===== src/rtl/xbee_api_frame_packer_macros.svh =====
// assertion macros for the frame packer
`ifndef XBEE_API_FRAME_PACKER_MACROS_SVH
`define XBEE_API_FRAME_PACKER_MACROS_SVH

// property must hold at every clock edge outside reset
`define XAFP_ASSERT(label, prop, msg) \
  label: assert property (@(posedge clk_i) disable iff (!rst_ni) (prop)) else $error(msg);

// antecedent implies consequent in the next cycle
`define XAFP_ASSERT_NEXT(label, ante, cons, msg) \
  label: assert property (@(posedge clk_i) disable iff (!rst_ni) (ante) |=> (cons)) \
    else $error(msg);

`endif


===== src/rtl/xafp_pkg.sv =====
// ----------------------------------------------------------------------------
// xafp_pkg
// types, constants and commands shared by the frame packer modules
// ----------------------------------------------------------------------------
package xafp_pkg;

  localparam int unsigned PayloadBytesDef   = 64;
  localparam int unsigned BytesPerResultDef = 8;

  localparam logic [7:0] StartDelim = 8'h7e;
  localparam logic [7:0] EscapeMark = 8'h7d;
  localparam logic [7:0] TxRequest  = 8'h10;
  localparam logic [7:0] EscXor     = 8'h20;
  localparam int unsigned OptBytes  = 14;

  localparam logic [2:0] RegFrameId   = 3'd0;
  localparam logic [2:0] RegAddr64    = 3'd1;
  localparam logic [2:0] RegAddr16    = 3'd2;
  localparam logic [2:0] RegRadius    = 3'd3;
  localparam logic [2:0] RegTxOpts    = 3'd4;
  localparam logic [2:0] RegTimeout   = 3'd5;
  localparam logic [2:0] RegThreshold = 3'd6;

  typedef enum logic [3:0] {
    ST_IDLE,
    ST_DELIM,
    ST_LEN_HI,
    ST_LEN_LO,
    ST_OPTS,
    ST_PAY_RD,
    ST_PAY,
    ST_PAY_ESC,
    ST_CSUM,
    ST_DRAIN
  } state_e;

  // what to do after the current frame is out
  typedef enum logic [1:0] {
    AFT_NONE,
    AFT_STORE,
    AFT_CLR_TICKS
  } after_e;

  typedef struct packed {
    logic       clr_frame;
    logic       emit;
    logic [7:0] emit_byte;
    logic       emit_last;
    logic       sum_add;
    logic       opt_step;
    logic       pay_rd;
    logic       pay_step;
  } cmd_t;

  typedef struct packed {
    logic       opt_done;
    logic       pay_done;
    logic       pay_esc;
    logic [7:0] pay_byte;
    logic [7:0] opt_byte;
    logic [7:0] csum;
    logic       pack_busy;
  } sts_t;

  function automatic logic needs_escape(input logic [7:0] b);
    return (b == 8'h7e) || (b == 8'h7d) || (b == 8'h11) || (b == 8'h13);
  endfunction

endpackage


===== src/rtl/xafp_ctrl.sv =====
// ----------------------------------------------------------------------------
// xafp_ctrl
// frame serialising state machine: walks header, options, payload, checksum
// ----------------------------------------------------------------------------
module xafp_ctrl (
  input  logic              clk_i,
  input  logic              rst_ni,
  input  logic              start_i,
  input  logic [7:0]        len_hi_i,
  input  logic [7:0]        len_lo_i,
  input  xafp_pkg::sts_t    sts_i,
  output xafp_pkg::cmd_t    cmd_o,
  output logic              busy_o,
  output logic              done_o
);

  xafp_pkg::state_e state_q, state_d;

  always_ff @(posedge clk_i or negedge rst_ni) begin
    if (!rst_ni) begin
      state_q <= xafp_pkg::ST_IDLE;
    end else begin
      state_q <= state_d;
    end
  end

  always_comb begin
    state_d = state_q;
    case (state_q)
      xafp_pkg::ST_IDLE:   if (start_i) state_d = xafp_pkg::ST_DELIM;
      xafp_pkg::ST_DELIM:  if (!sts_i.pack_busy) state_d = xafp_pkg::ST_LEN_HI;
      xafp_pkg::ST_LEN_HI: if (!sts_i.pack_busy) state_d = xafp_pkg::ST_LEN_LO;
      xafp_pkg::ST_LEN_LO: if (!sts_i.pack_busy) state_d = xafp_pkg::ST_OPTS;
      xafp_pkg::ST_OPTS: begin
        if (!sts_i.pack_busy && sts_i.opt_done) state_d = xafp_pkg::ST_PAY_RD;
      end
      xafp_pkg::ST_PAY_RD: begin
        state_d = sts_i.pay_done ? xafp_pkg::ST_CSUM : xafp_pkg::ST_PAY;
      end
      xafp_pkg::ST_PAY: begin
        if (!sts_i.pack_busy) begin
          state_d = sts_i.pay_esc ? xafp_pkg::ST_PAY_ESC : xafp_pkg::ST_PAY_RD;
        end
      end
      xafp_pkg::ST_PAY_ESC: if (!sts_i.pack_busy) state_d = xafp_pkg::ST_PAY_RD;
      xafp_pkg::ST_CSUM:   if (!sts_i.pack_busy) state_d = xafp_pkg::ST_DRAIN;
      xafp_pkg::ST_DRAIN:  if (!sts_i.pack_busy) state_d = xafp_pkg::ST_IDLE;
      default:             state_d = xafp_pkg::ST_IDLE;
    endcase
  end

  always_comb begin
    cmd_o    = '0;
    busy_o   = (state_q != xafp_pkg::ST_IDLE);
    done_o   = (state_q == xafp_pkg::ST_DRAIN) && !sts_i.pack_busy;
    case (state_q)
      xafp_pkg::ST_IDLE: cmd_o.clr_frame = start_i;
      xafp_pkg::ST_DELIM: begin
        cmd_o.emit      = !sts_i.pack_busy;
        cmd_o.emit_byte = xafp_pkg::StartDelim;
      end
      xafp_pkg::ST_LEN_HI: begin
        cmd_o.emit      = !sts_i.pack_busy;
        cmd_o.emit_byte = len_hi_i;
      end
      xafp_pkg::ST_LEN_LO: begin
        cmd_o.emit      = !sts_i.pack_busy;
        cmd_o.emit_byte = len_lo_i;
      end
      xafp_pkg::ST_OPTS: begin
        cmd_o.emit      = !sts_i.pack_busy;
        cmd_o.emit_byte = sts_i.opt_byte;
        cmd_o.sum_add   = !sts_i.pack_busy;
        cmd_o.opt_step  = !sts_i.pack_busy;
      end
      xafp_pkg::ST_PAY_RD: cmd_o.pay_rd = 1'b1;
      xafp_pkg::ST_PAY: begin
        cmd_o.emit      = !sts_i.pack_busy;
        cmd_o.emit_byte = sts_i.pay_esc ? xafp_pkg::EscapeMark : sts_i.pay_byte;
        cmd_o.sum_add   = !sts_i.pack_busy;
        cmd_o.pay_step  = !sts_i.pack_busy;
      end
      xafp_pkg::ST_PAY_ESC: begin
        cmd_o.emit      = !sts_i.pack_busy;
        cmd_o.emit_byte = sts_i.pay_byte ^ xafp_pkg::EscXor;
      end
      xafp_pkg::ST_CSUM: begin
        cmd_o.emit      = !sts_i.pack_busy;
        cmd_o.emit_byte = 8'hff - sts_i.csum;
        cmd_o.emit_last = 1'b1;
      end
      default: ;
    endcase
  end

endmodule


===== src/rtl/xafp_datapath.sv =====
// ----------------------------------------------------------------------------
// xafp_datapath
// payload memory, option byte mux, checksum and output packer
// ----------------------------------------------------------------------------
module xafp_datapath #(
  parameter int unsigned PayloadBytes   = xafp_pkg::PayloadBytesDef,
  parameter int unsigned BytesPerResult = xafp_pkg::BytesPerResultDef,
  localparam int unsigned AW = $clog2(PayloadBytes),
  localparam int unsigned CW = $clog2(PayloadBytes + 1),
  localparam int unsigned PW = $clog2(BytesPerResult + 1)
) (
  input  logic              clk_i,
  input  logic              rst_ni,
  // payload memory write
  input  logic              wr_en_i,
  input  logic [AW-1:0]     wr_addr_i,
  input  logic [7:0]        wr_data_i,
  input  logic [CW-1:0]     fill_i,
  // option fields
  input  logic [7:0]        frame_id_i,
  input  logic [63:0]       addr64_i,
  input  logic [15:0]       addr16_i,
  input  logic [7:0]        radius_i,
  input  logic [7:0]        txopts_i,
  input  xafp_pkg::cmd_t    cmd_i,
  output xafp_pkg::sts_t    sts_o,
  // result channel
  output logic              out_valid_o,
  input  logic              out_stall_i,
  output logic [63:0]       frame_bytes_o,
  output logic [3:0]        byte_count_o,
  output logic              last_of_frame_o
);

  logic [7:0] mem_q [PayloadBytes];
  logic [7:0] rd_q;
  logic [AW:0] rd_idx_q;
  logic [3:0] opt_idx_q;
  logic [7:0] sum_q;
  logic [BytesPerResult*8-1:0] acc_q;
  logic [PW-1:0] cnt_q;
  logic out_v_q;
  logic [63:0] ob_q;
  logic [3:0] oc_q;
  logic ol_q;
  logic [7:0] opt_byte;
  logic [7:0] add_byte;

  always_ff @(posedge clk_i) begin
    if (wr_en_i) mem_q[wr_addr_i] <= wr_data_i;
    if (cmd_i.pay_rd && (rd_idx_q < (AW+1)'(PayloadBytes))) begin
      rd_q <= mem_q[rd_idx_q[AW-1:0]];
    end
  end

  always_comb begin
    case (opt_idx_q)
      4'd0:    opt_byte = xafp_pkg::TxRequest;
      4'd1:    opt_byte = frame_id_i;
      4'd2:    opt_byte = addr64_i[63:56];
      4'd3:    opt_byte = addr64_i[55:48];
      4'd4:    opt_byte = addr64_i[47:40];
      4'd5:    opt_byte = addr64_i[39:32];
      4'd6:    opt_byte = addr64_i[31:24];
      4'd7:    opt_byte = addr64_i[23:16];
      4'd8:    opt_byte = addr64_i[15:8];
      4'd9:    opt_byte = addr64_i[7:0];
      4'd10:   opt_byte = addr16_i[15:8];
      4'd11:   opt_byte = addr16_i[7:0];
      4'd12:   opt_byte = radius_i;
      default: opt_byte = txopts_i;
    endcase
  end

  assign add_byte = cmd_i.pay_step ? rd_q : opt_byte;

  always_ff @(posedge clk_i or negedge rst_ni) begin
    if (!rst_ni) begin
      rd_idx_q  <= '0;
      opt_idx_q <= '0;
      sum_q     <= '0;
      acc_q     <= '0;
      cnt_q     <= '0;
      out_v_q   <= 1'b0;
    end else begin
      if (out_v_q && !out_stall_i) out_v_q <= 1'b0;
      if (cmd_i.clr_frame) begin
        rd_idx_q  <= '0;
        opt_idx_q <= '0;
        sum_q     <= '0;
        acc_q     <= '0;
        cnt_q     <= '0;
      end
      if (cmd_i.opt_step) opt_idx_q <= opt_idx_q + 4'd1;
      if (cmd_i.pay_step) rd_idx_q <= rd_idx_q + (AW+1)'(1);
      if (cmd_i.sum_add) sum_q <= sum_q + add_byte;
      if (cmd_i.emit) begin
        if ((cnt_q == PW'(BytesPerResult - 1)) || cmd_i.emit_last) begin
          out_v_q <= 1'b1;
          ob_q    <= 64'(acc_q | ((BytesPerResult*8)'(cmd_i.emit_byte) << (cnt_q * 8)));
          oc_q    <= 4'(cnt_q) + 4'd1;
          ol_q    <= cmd_i.emit_last;
          acc_q   <= '0;
          cnt_q   <= '0;
        end else begin
          acc_q <= acc_q | ((BytesPerResult*8)'(cmd_i.emit_byte) << (cnt_q * 8));
          cnt_q <= cnt_q + PW'(1);
        end
      end
    end
  end

  assign sts_o.opt_done  = (opt_idx_q == 4'(xafp_pkg::OptBytes - 1));
  assign sts_o.pay_done  = ((AW+1)'(rd_idx_q) >= (AW+1)'(fill_i));
  assign sts_o.pay_esc   = xafp_pkg::needs_escape(rd_q);
  assign sts_o.pay_byte  = rd_q;
  assign sts_o.opt_byte  = opt_byte;
  assign sts_o.csum      = sum_q;
  assign sts_o.pack_busy = out_v_q && out_stall_i;

  assign out_valid_o     = out_v_q;
  assign frame_bytes_o   = ob_q;
  assign byte_count_o    = oc_q;
  assign last_of_frame_o = ol_q;

endmodule


===== src/rtl/xbee_api_frame_packer.sv =====
// ----------------------------------------------------------------------------
// xbee_api_frame_packer
// gathers telemetry messages and sends them as transmit-request frames
// ----------------------------------------------------------------------------
// in channel: one request per payload byte or millisecond tick, valid/stall.
// out channel: up to eight frame bytes per request, earliest byte lowest,
//   last_of_frame_o marks the request carrying the checksum.
// cfg channel: valid/ready write of register index and data, taken when idle.
// a tick or a following message byte that causes no frame is accepted, then
//   updates the message bookkeeping; a first byte is stored after its
//   bookkeeping; a message's last byte is followed by a reserve check.
// the controller serialises a frame one byte per cycle while the receiver
//   does not stall: 17 header and option bytes, payload (each stored byte
//   read then sent, plus any escape), checksum; input stalled throughout.
// when the receiver stalls the packer holds its output register and the
//   serialiser waits on it.
// reset clears all control state and loads the register defaults; the
//   payload memory is not cleared.
// ----------------------------------------------------------------------------
`include "xbee_api_frame_packer_macros.svh"

module xbee_api_frame_packer #(
  parameter int unsigned PayloadBytes   = xafp_pkg::PayloadBytesDef,
  parameter int unsigned BytesPerResult = xafp_pkg::BytesPerResultDef
) (
  input  logic        clk_i,
  input  logic        rst_ni,
  input  logic        in_valid_i,
  output logic        in_stall_o,
  input  logic        kind_i,
  input  logic [7:0]  data_byte_i,
  input  logic [7:0]  msg_length_i,
  input  logic        first_of_message_i,
  output logic        out_valid_o,
  input  logic        out_stall_i,
  output logic [63:0] frame_bytes_o,
  output logic [3:0]  byte_count_o,
  output logic        last_of_frame_o,
  input  logic        cfg_valid_i,
  output logic        cfg_ready_o,
  input  logic [2:0]  cfg_index_i,
  input  logic [63:0] cfg_data_i
);

  localparam int unsigned AW = $clog2(PayloadBytes);
  localparam int unsigned CW = $clog2(PayloadBytes + 1);

  logic [7:0]  frame_id_q;
  logic [63:0] addr64_q;
  logic [15:0] addr16_q;
  logic [7:0]  radius_q;
  logic [7:0]  txopts_q;
  logic [15:0] timeout_q;
  logic [5:0]  thresh_q;

  logic [CW-1:0] fill_q;
  logic [7:0]    left_q, total_q;
  logic          drop_q;
  logic [15:0]   ticks_q;

  // captured request
  logic       pend_q;
  logic       p_kind_q, p_first_q;
  logic [7:0] p_data_q, p_len_q;

  // work still due after a flush or a first byte's bookkeeping
  xafp_pkg::after_e after_q;
  logic       reserve_q;

  xafp_pkg::cmd_t cmd;
  xafp_pkg::sts_t sts;
  logic busy, done, start;
  logic wr_en;
  logic [AW-1:0] wr_addr;
  logic [15:0] len16;

  assign in_stall_o  = pend_q || busy || (after_q != xafp_pkg::AFT_NONE) || reserve_q;
  assign cfg_ready_o = !in_stall_o;
  assign len16       = 16'd14 + 16'(fill_q);

  always_ff @(posedge clk_i or negedge rst_ni) begin
    if (!rst_ni) begin
      frame_id_q <= 8'h00;
      addr64_q   <= 64'h0000_0000_0000_ffff;
      addr16_q   <= 16'hfffe;
      radius_q   <= 8'h00;
      txopts_q   <= 8'h43;
      timeout_q  <= 16'd32;
      thresh_q   <= 6'd20;
    end else if (cfg_valid_i && cfg_ready_o) begin
      case (cfg_index_i)
        xafp_pkg::RegFrameId:   frame_id_q <= cfg_data_i[7:0];
        xafp_pkg::RegAddr64:    addr64_q   <= cfg_data_i;
        xafp_pkg::RegAddr16:    addr16_q   <= cfg_data_i[15:0];
        xafp_pkg::RegRadius:    radius_q   <= cfg_data_i[7:0];
        xafp_pkg::RegTxOpts:    txopts_q   <= cfg_data_i[7:0];
        xafp_pkg::RegTimeout:   timeout_q  <= cfg_data_i[15:0];
        xafp_pkg::RegThreshold: thresh_q   <= cfg_data_i[5:0];
        default: ;
      endcase
    end
  end

  always_ff @(posedge clk_i) begin
    if (in_valid_i && !in_stall_o) begin
      p_kind_q  <= kind_i;
      p_first_q <= first_of_message_i;
      p_data_q  <= data_byte_i;
      p_len_q   <= msg_length_i;
    end
  end

  // message bookkeeping; start and stores decided from the captured request
  logic [8:0] pos;
  always_comb begin
    start   = 1'b0;
    wr_en   = 1'b0;
    pos     = 9'(fill_q) + 9'(total_q) - 9'(left_q);
    wr_addr = pos[AW-1:0];
    if (!busy) begin
      if (reserve_q) begin
        start = ((CW+1)'(PayloadBytes) - (CW+1)'(fill_q)) < (CW+1)'(thresh_q);
      end else if (after_q == xafp_pkg::AFT_STORE) begin
        wr_en   = !drop_q && (pos < 9'(PayloadBytes));
      end else if (pend_q && p_kind_q) begin
        start = (left_q == 8'd0) && (fill_q != '0) &&
                (((ticks_q == 16'hffff) ? ticks_q : ticks_q + 16'd1) > timeout_q);
      end else if (pend_q && p_first_q && (p_len_q != 8'd0) &&
                   (9'(p_len_q) < 9'(PayloadBytes)) &&
                   ((9'(fill_q) + 9'(p_len_q)) >= 9'(PayloadBytes))) begin
        start = 1'b1;
      end else if (pend_q && !p_first_q && (left_q != 8'd0)) begin
        wr_en   = !drop_q && (pos < 9'(PayloadBytes));
      end
    end
  end

  always_ff @(posedge clk_i or negedge rst_ni) begin
    if (!rst_ni) begin
      fill_q    <= '0;
      left_q    <= '0;
      total_q   <= '0;
      drop_q    <= 1'b0;
      ticks_q   <= '0;
      pend_q    <= 1'b0;
      after_q   <= xafp_pkg::AFT_NONE;
      reserve_q <= 1'b0;
    end else begin
      if (in_valid_i && !in_stall_o) pend_q <= 1'b1;
      if (done) begin
        fill_q <= '0;
        if (after_q == xafp_pkg::AFT_CLR_TICKS) begin
          ticks_q <= '0;
          after_q <= xafp_pkg::AFT_NONE;
        end
      end else if (!busy) begin
        if (reserve_q) begin
          // start fires a flush, otherwise nothing to do
          reserve_q <= 1'b0;
        end else if (after_q == xafp_pkg::AFT_STORE) begin
          after_q <= xafp_pkg::AFT_NONE;
          left_q  <= left_q - 8'd1;
          if (left_q == 8'd1) begin
            if (drop_q) drop_q <= 1'b0;
            else begin
              fill_q    <= fill_q + CW'(total_q);
              reserve_q <= 1'b1;
            end
          end
        end else if (pend_q) begin
          pend_q <= 1'b0;
          if (p_kind_q) begin
            if (ticks_q != 16'hffff) ticks_q <= ticks_q + 16'd1;
            if (start) after_q <= xafp_pkg::AFT_CLR_TICKS;
          end else if (p_first_q) begin
            drop_q <= 1'b0;
            left_q <= 8'd0;
            if (fill_q == '0) ticks_q <= '0;
            if (p_len_q == 8'd0) begin
              reserve_q <= 1'b1;
            end else begin
              drop_q  <= (9'(p_len_q) >= 9'(PayloadBytes));
              left_q  <= p_len_q;
              total_q <= p_len_q;
              after_q <= xafp_pkg::AFT_STORE;
            end
          end else if (left_q != 8'd0) begin
            left_q <= left_q - 8'd1;
            if (left_q == 8'd1) begin
              if (drop_q) drop_q <= 1'b0;
              else begin
                fill_q    <= fill_q + CW'(total_q);
                reserve_q <= 1'b1;
              end
            end
          end
        end
      end
    end
  end

  xafp_ctrl u_ctrl (
    .clk_i    (clk_i),
    .rst_ni   (rst_ni),
    .start_i  (start),
    .len_hi_i (len16[15:8]),
    .len_lo_i (len16[7:0]),
    .sts_i    (sts),
    .cmd_o    (cmd),
    .busy_o   (busy),
    .done_o   (done)
  );

  xafp_datapath #(
    .PayloadBytes   (PayloadBytes),
    .BytesPerResult (BytesPerResult)
  ) u_dp (
    .clk_i           (clk_i),
    .rst_ni          (rst_ni),
    .wr_en_i         (wr_en),
    .wr_addr_i       (wr_addr),
    .wr_data_i       (p_data_q),
    .fill_i          (fill_q),
    .frame_id_i      (frame_id_q),
    .addr64_i        (addr64_q),
    .addr16_i        (addr16_q),
    .radius_i        (radius_q),
    .txopts_i        (txopts_q),
    .cmd_i           (cmd),
    .sts_o           (sts),
    .out_valid_o     (out_valid_o),
    .out_stall_i     (out_stall_i),
    .frame_bytes_o   (frame_bytes_o),
    .byte_count_o    (byte_count_o),
    .last_of_frame_o (last_of_frame_o)
  );

  `XAFP_ASSERT(a_fill_range, fill_q <= CW'(PayloadBytes), "fill count beyond buffer")
  `XAFP_ASSERT(a_no_accept_busy, !(in_valid_i && !in_stall_o && busy),
               "request accepted during frame")
  `XAFP_ASSERT_NEXT(a_start_busy, start && !busy, busy, "frame start did not take")
  `XAFP_ASSERT(a_drop_no_write, !(wr_en && drop_q), "write while dropping message")

endmodule

===== config.mk =====
export PLATFORM = sky130hd
export DESIGN_NAME = xbee_api_frame_packer
export DESIGN_NICKNAME = d
export VERILOG_FILES = /design/src/rtl/xafp_pkg.sv /design/src/rtl/xafp_ctrl.sv /design/src/rtl/xafp_datapath.sv /design/src/rtl/xbee_api_frame_packer.sv
export VERILOG_INCLUDE_DIRS = /design/src /design/src/rtl
export SDC_FILE = /design/constraint.sdc
export NUM_CORES = 1
export LEC_CHECK = 0
export BUFFER_PORTS_ARGS = -buffer_cell sky130_fd_sc_hd__clkbuf_2
export CAP_MARGIN = 30
export CORE_MARGIN = 2
export CORE_UTILIZATION = 40
export DETAILED_ROUTE_END_ITERATION = 7
export SETUP_SLACK_MARGIN = 0.4
export SLEW_MARGIN = 15
export SYNTH_ARGS = -nofsm -noshare
export SYNTH_HDL_FRONTEND = slang
export SYNTH_SLANG_ARGS = --single-unit

===== constraint.sdc =====
create_clock -name clk_i -period 7 [get_ports clk_i]
set_input_delay 1.4 -clock clk_i [delete_from_list [all_inputs] [get_ports clk_i]]
set_output_delay 1.4 -clock clk_i [all_outputs]
set_load 0.03 [all_outputs]

==> results.tsv <==
metric	value	unit
grt_pass1_vias	23200	
async_reset_ff_share	30.1	%
diodes	0	
slew_headroom	29.9	%
synth-seq-cells	869	
setup-tns-final	0	ns
critPathMaxFanout	34	
syn_nets	2618	
dr.first_iter.drc_count	2028	
clock_path_buffers	3	
crit_chain	ha_1 -> nand3_1 -> nor4_1 -> nand2_1 -> nand2_1 -> ha_1 -> a21oi_1 -> o21ai_0 -> a2111oi_0 -> a211oi_1 -> o21ai_2 -> buf_4 -> a21oi_2 -> buf_4 -> nor2_1	
synth_edf_count	607	
first_pass_iters	5	
ys.flop_type	edfxtp_1	
num_io_pins	162	
die_area	0.0973	mm²
core_region_area	0.0936	mm²
setup_slack	2.02	ns
comb_power_share	35.3	%
gp_congestion	0.858	
critical_path_class	flip-flop to flip-flop	
wl_per_cell	24.2	µm
final_antenna_net_count	0	
hp-class	flip-flop to flip-flop	
required	7.58	ns
drive_gt1_share	27.0	%
yosys_warnings	0	
tightestPinTransition	1.05	ns
p_sw	6.61	mW
clk_latency	0.66	ns
finalCritPeriodShare	71.1	%
min_from	u_dp.acc_q[57]	
cts_root_buf	clkbuf_16	
hold_viol_final	0	
cts_tree	done	
power	18.5	mW
clk_pin_slew_worst_paths	0.06	ns
slew_violations	0	
status	finished clean	
critPathCaptureType	flip-flop	
std_cell_rows	112	
clock_sinks	869	
p_clk_share	26.7	%
syn_inst	2447	
slowest_delay	0.84	ns
synth_area	0.0379	mm²
setup_viol	0	
rsz0062_at_grt	no	
die_h	312	µm
dpl.hpwl	62100	µm
holdBufCountCts	0	
synth_area_leaders	edfxtp_1 48%, dfrtp_1 15%, mux4_2 10%	
switching_share	35.8	%
start_kind	flip-flop	
drc	0	
grt_pass1_wl	147000	µm
vias	22400	
cap_violations	0	
synth_top_cell_area_share	48.1	%
fmaxAchievable	201	MHz
p_per_area	426	mW/mm²
initial_core_util	40.5	%
crit_start	ticks_q[0]	
path_buf_inv	2	
fin_crit	4.98	ns
cts_post_setup_buffers_inserted	0	
num-nets-final	2799	
cts_buffers	92	
ir_drop	0.388	mV
finClkSkew	0.0346	ns
port_buffers	161	
wirelength	95600	µm
p_int	11.9	mW
grt_antenna_before_repair	0	
overflow	0	
synth_cell_type_count	82	
synth_seq_area_share	65.5	%
grt_max_degree	133	
synth_area_leader_cell	edfxtp_1	
die_x	312	µm
area_delta_synth_final	14.4	%
leakage	15.9	nW
pwr-share-seq	38.0	%
cts_resized	0	
htree_levels	3	
critical_path_arrival	5.56	ns
r2r-start	ticks_q[0]	
pre_cts_ws	1.87	ns
viasPerCell	5.66	
syn_avg_cell_area	15.5	µm²
slowest_stage	nor4_1	
cp_top_family	simple AND/OR/NAND/NOR gates	
grt_usage	19.7	%
==> final timing paths <==
check	depth (start not counted)	endpoint	slack, ns
worst max-delay path	15	u_dp.acc_q[14]	2.02
worst min-delay path	1	u_dp.acc_q[57]	0.49
worst max register to register	15	u_dp.acc_q[14]	2.02
worst min register to register	1	u_dp.acc_q[57]	0.49
max in group asynchronous	4	u_dp.acc_q[63]	4.30
min in group asynchronous	1	timeout_q[14]	0.70
==> layout make-up <==
cell class                      instances  area [µm²]
Tap cell                             1254        1570
Fill cell                            8160       50200
Inverter                               81         304
Clock inverter                         49         543
Timing Repair Buffer                  208        1230
Clock buffer                          119        2530
Multi-Input combinational cell       1376       12400
Sequential cell                       869       24800
==> metal layers <==
metal,wire [µm],part of all wire [%],GRT usage [%],up-vias
li1,-,-,-,9858
met1,39500,41,25.9,11600
met2,48000,50,33.8,816
met3,5210,5.4,2.94,169
met4,2860,3.0,6.24,0
met5,0,0,0,-
==> Yosys cell counts (all sizes together) (29+ instances only) <==
cell	n
buf	30
ha	71
o21ai	66
a31oi	62
nor2	192
mux2	138
a21o	44
dfstp	37
dfrtp	225
nor3	29
nand3	51
nand2	119
a21oi	71
inv	80
edfxtp	607
clkbuf	91
mux4	168
o21bai	32
==> kinds of logic (layout without fill, tap and decap cells) <==
family                   Yosys count  in the layout  synth area share [%]
buffers and inverters            202            457                  2.05
multiplexers                     319            319                  14.4
XOR/XNOR                          37             37                 0.855
adder cells (fa/ha/maj)           81             81                  2.87
AO/OA/AOI/OAI                    427            427                  7.66
AND/OR/NAND/NOR                  512            512                  6.65
flip-flops                       869            869                  65.5
==> state kept, by name (all words and copies together) (netlist names), 6 cells and up <==
signal and count:
p_data_q 8, fill_q 7, radius_q 8, p_len_q 8
total_q 8, addr64_q 64, left_q 8, u_dp.sum_q 8
timeout_q 16, u_dp.mem_q 512, u_dp.acc_q 64, frame_id_q 8
ticks_q 16, u_dp.rd_q 8, addr16_q 16, thresh_q 6
txopts_q 8, u_dp.frame_bytes_o 64, u_dp.rd_idx_q 7
==> metrics by stage <==
step	utilization, %	hold WS [ns]	instance area (µm²)	std cells
detailed placement	43.0	0.474	40200	3783
floorplan	-	0.458	37900	2447
finish	46.3	0.486	43400	3956
global route	46.3	0.500	43400	3956
global placement	42.9	0.467	40200	3781
CTS	46.3	0.487	43300	3951
==> power by group through the flow <==
stage          sequential [mW]  clock (mW)  combinational (mW)
6_report                  7.02        4.94                6.52
3_3_place_gp              7.12           0                6.30
3_5_place_dp              7.12           0                6.48
2_1_floorplan             6.99           0                4.43
4_1_cts                   7.02        5.04                6.51
5_1_grt                   7.12        5.24                7.07
==> placed cells by master (no fill, tap or decap), types with 25 or more instances in the layout <==
cell | synthesis | final
edfxtp_1 | 607 | 607
dfrtp_1 | 225 | 222
nor2_1 | 191 | 191
mux4_2 | 168 | 168
clkbuf_2 | 0 | 160
mux2_2 | 138 | 138
nand2_1 | 119 | 119
clkbuf_16 | 0 | 94
inv_1 | 80 | 80
ha_1 | 71 | 71
a21oi_1 | 71 | 69
o21ai_0 | 64 | 64
a31oi_1 | 62 | 62
a21o_1 | 44 | 44
nand3_1 | 43 | 43
buf_4 | 0 | 41
dfstp_2 | 37 | 37
o21bai_1 | 32 | 32
nor3_1 | 28 | 26
o21a_1 | 25 | 25
==> worst reg2reg max path, stage by stage (launching register included) <==
cell and delay (ns):
dfrtp_1 0.43, ha_1 0.26, nand3_1 0.23, nor4_1 0.84
nand2_1 0.52, nand2_1 0.17, ha_1 0.26, a21oi_1 0.17
o21ai_0 0.15, a2111oi_0 0.46, a211oi_1 0.19, o21ai_2 0.35
buf_4 0.34, a21oi_2 0.10, buf_4 0.26, nor2_1 0.16
Note: power is estimated with default switching activity, not from simulation.
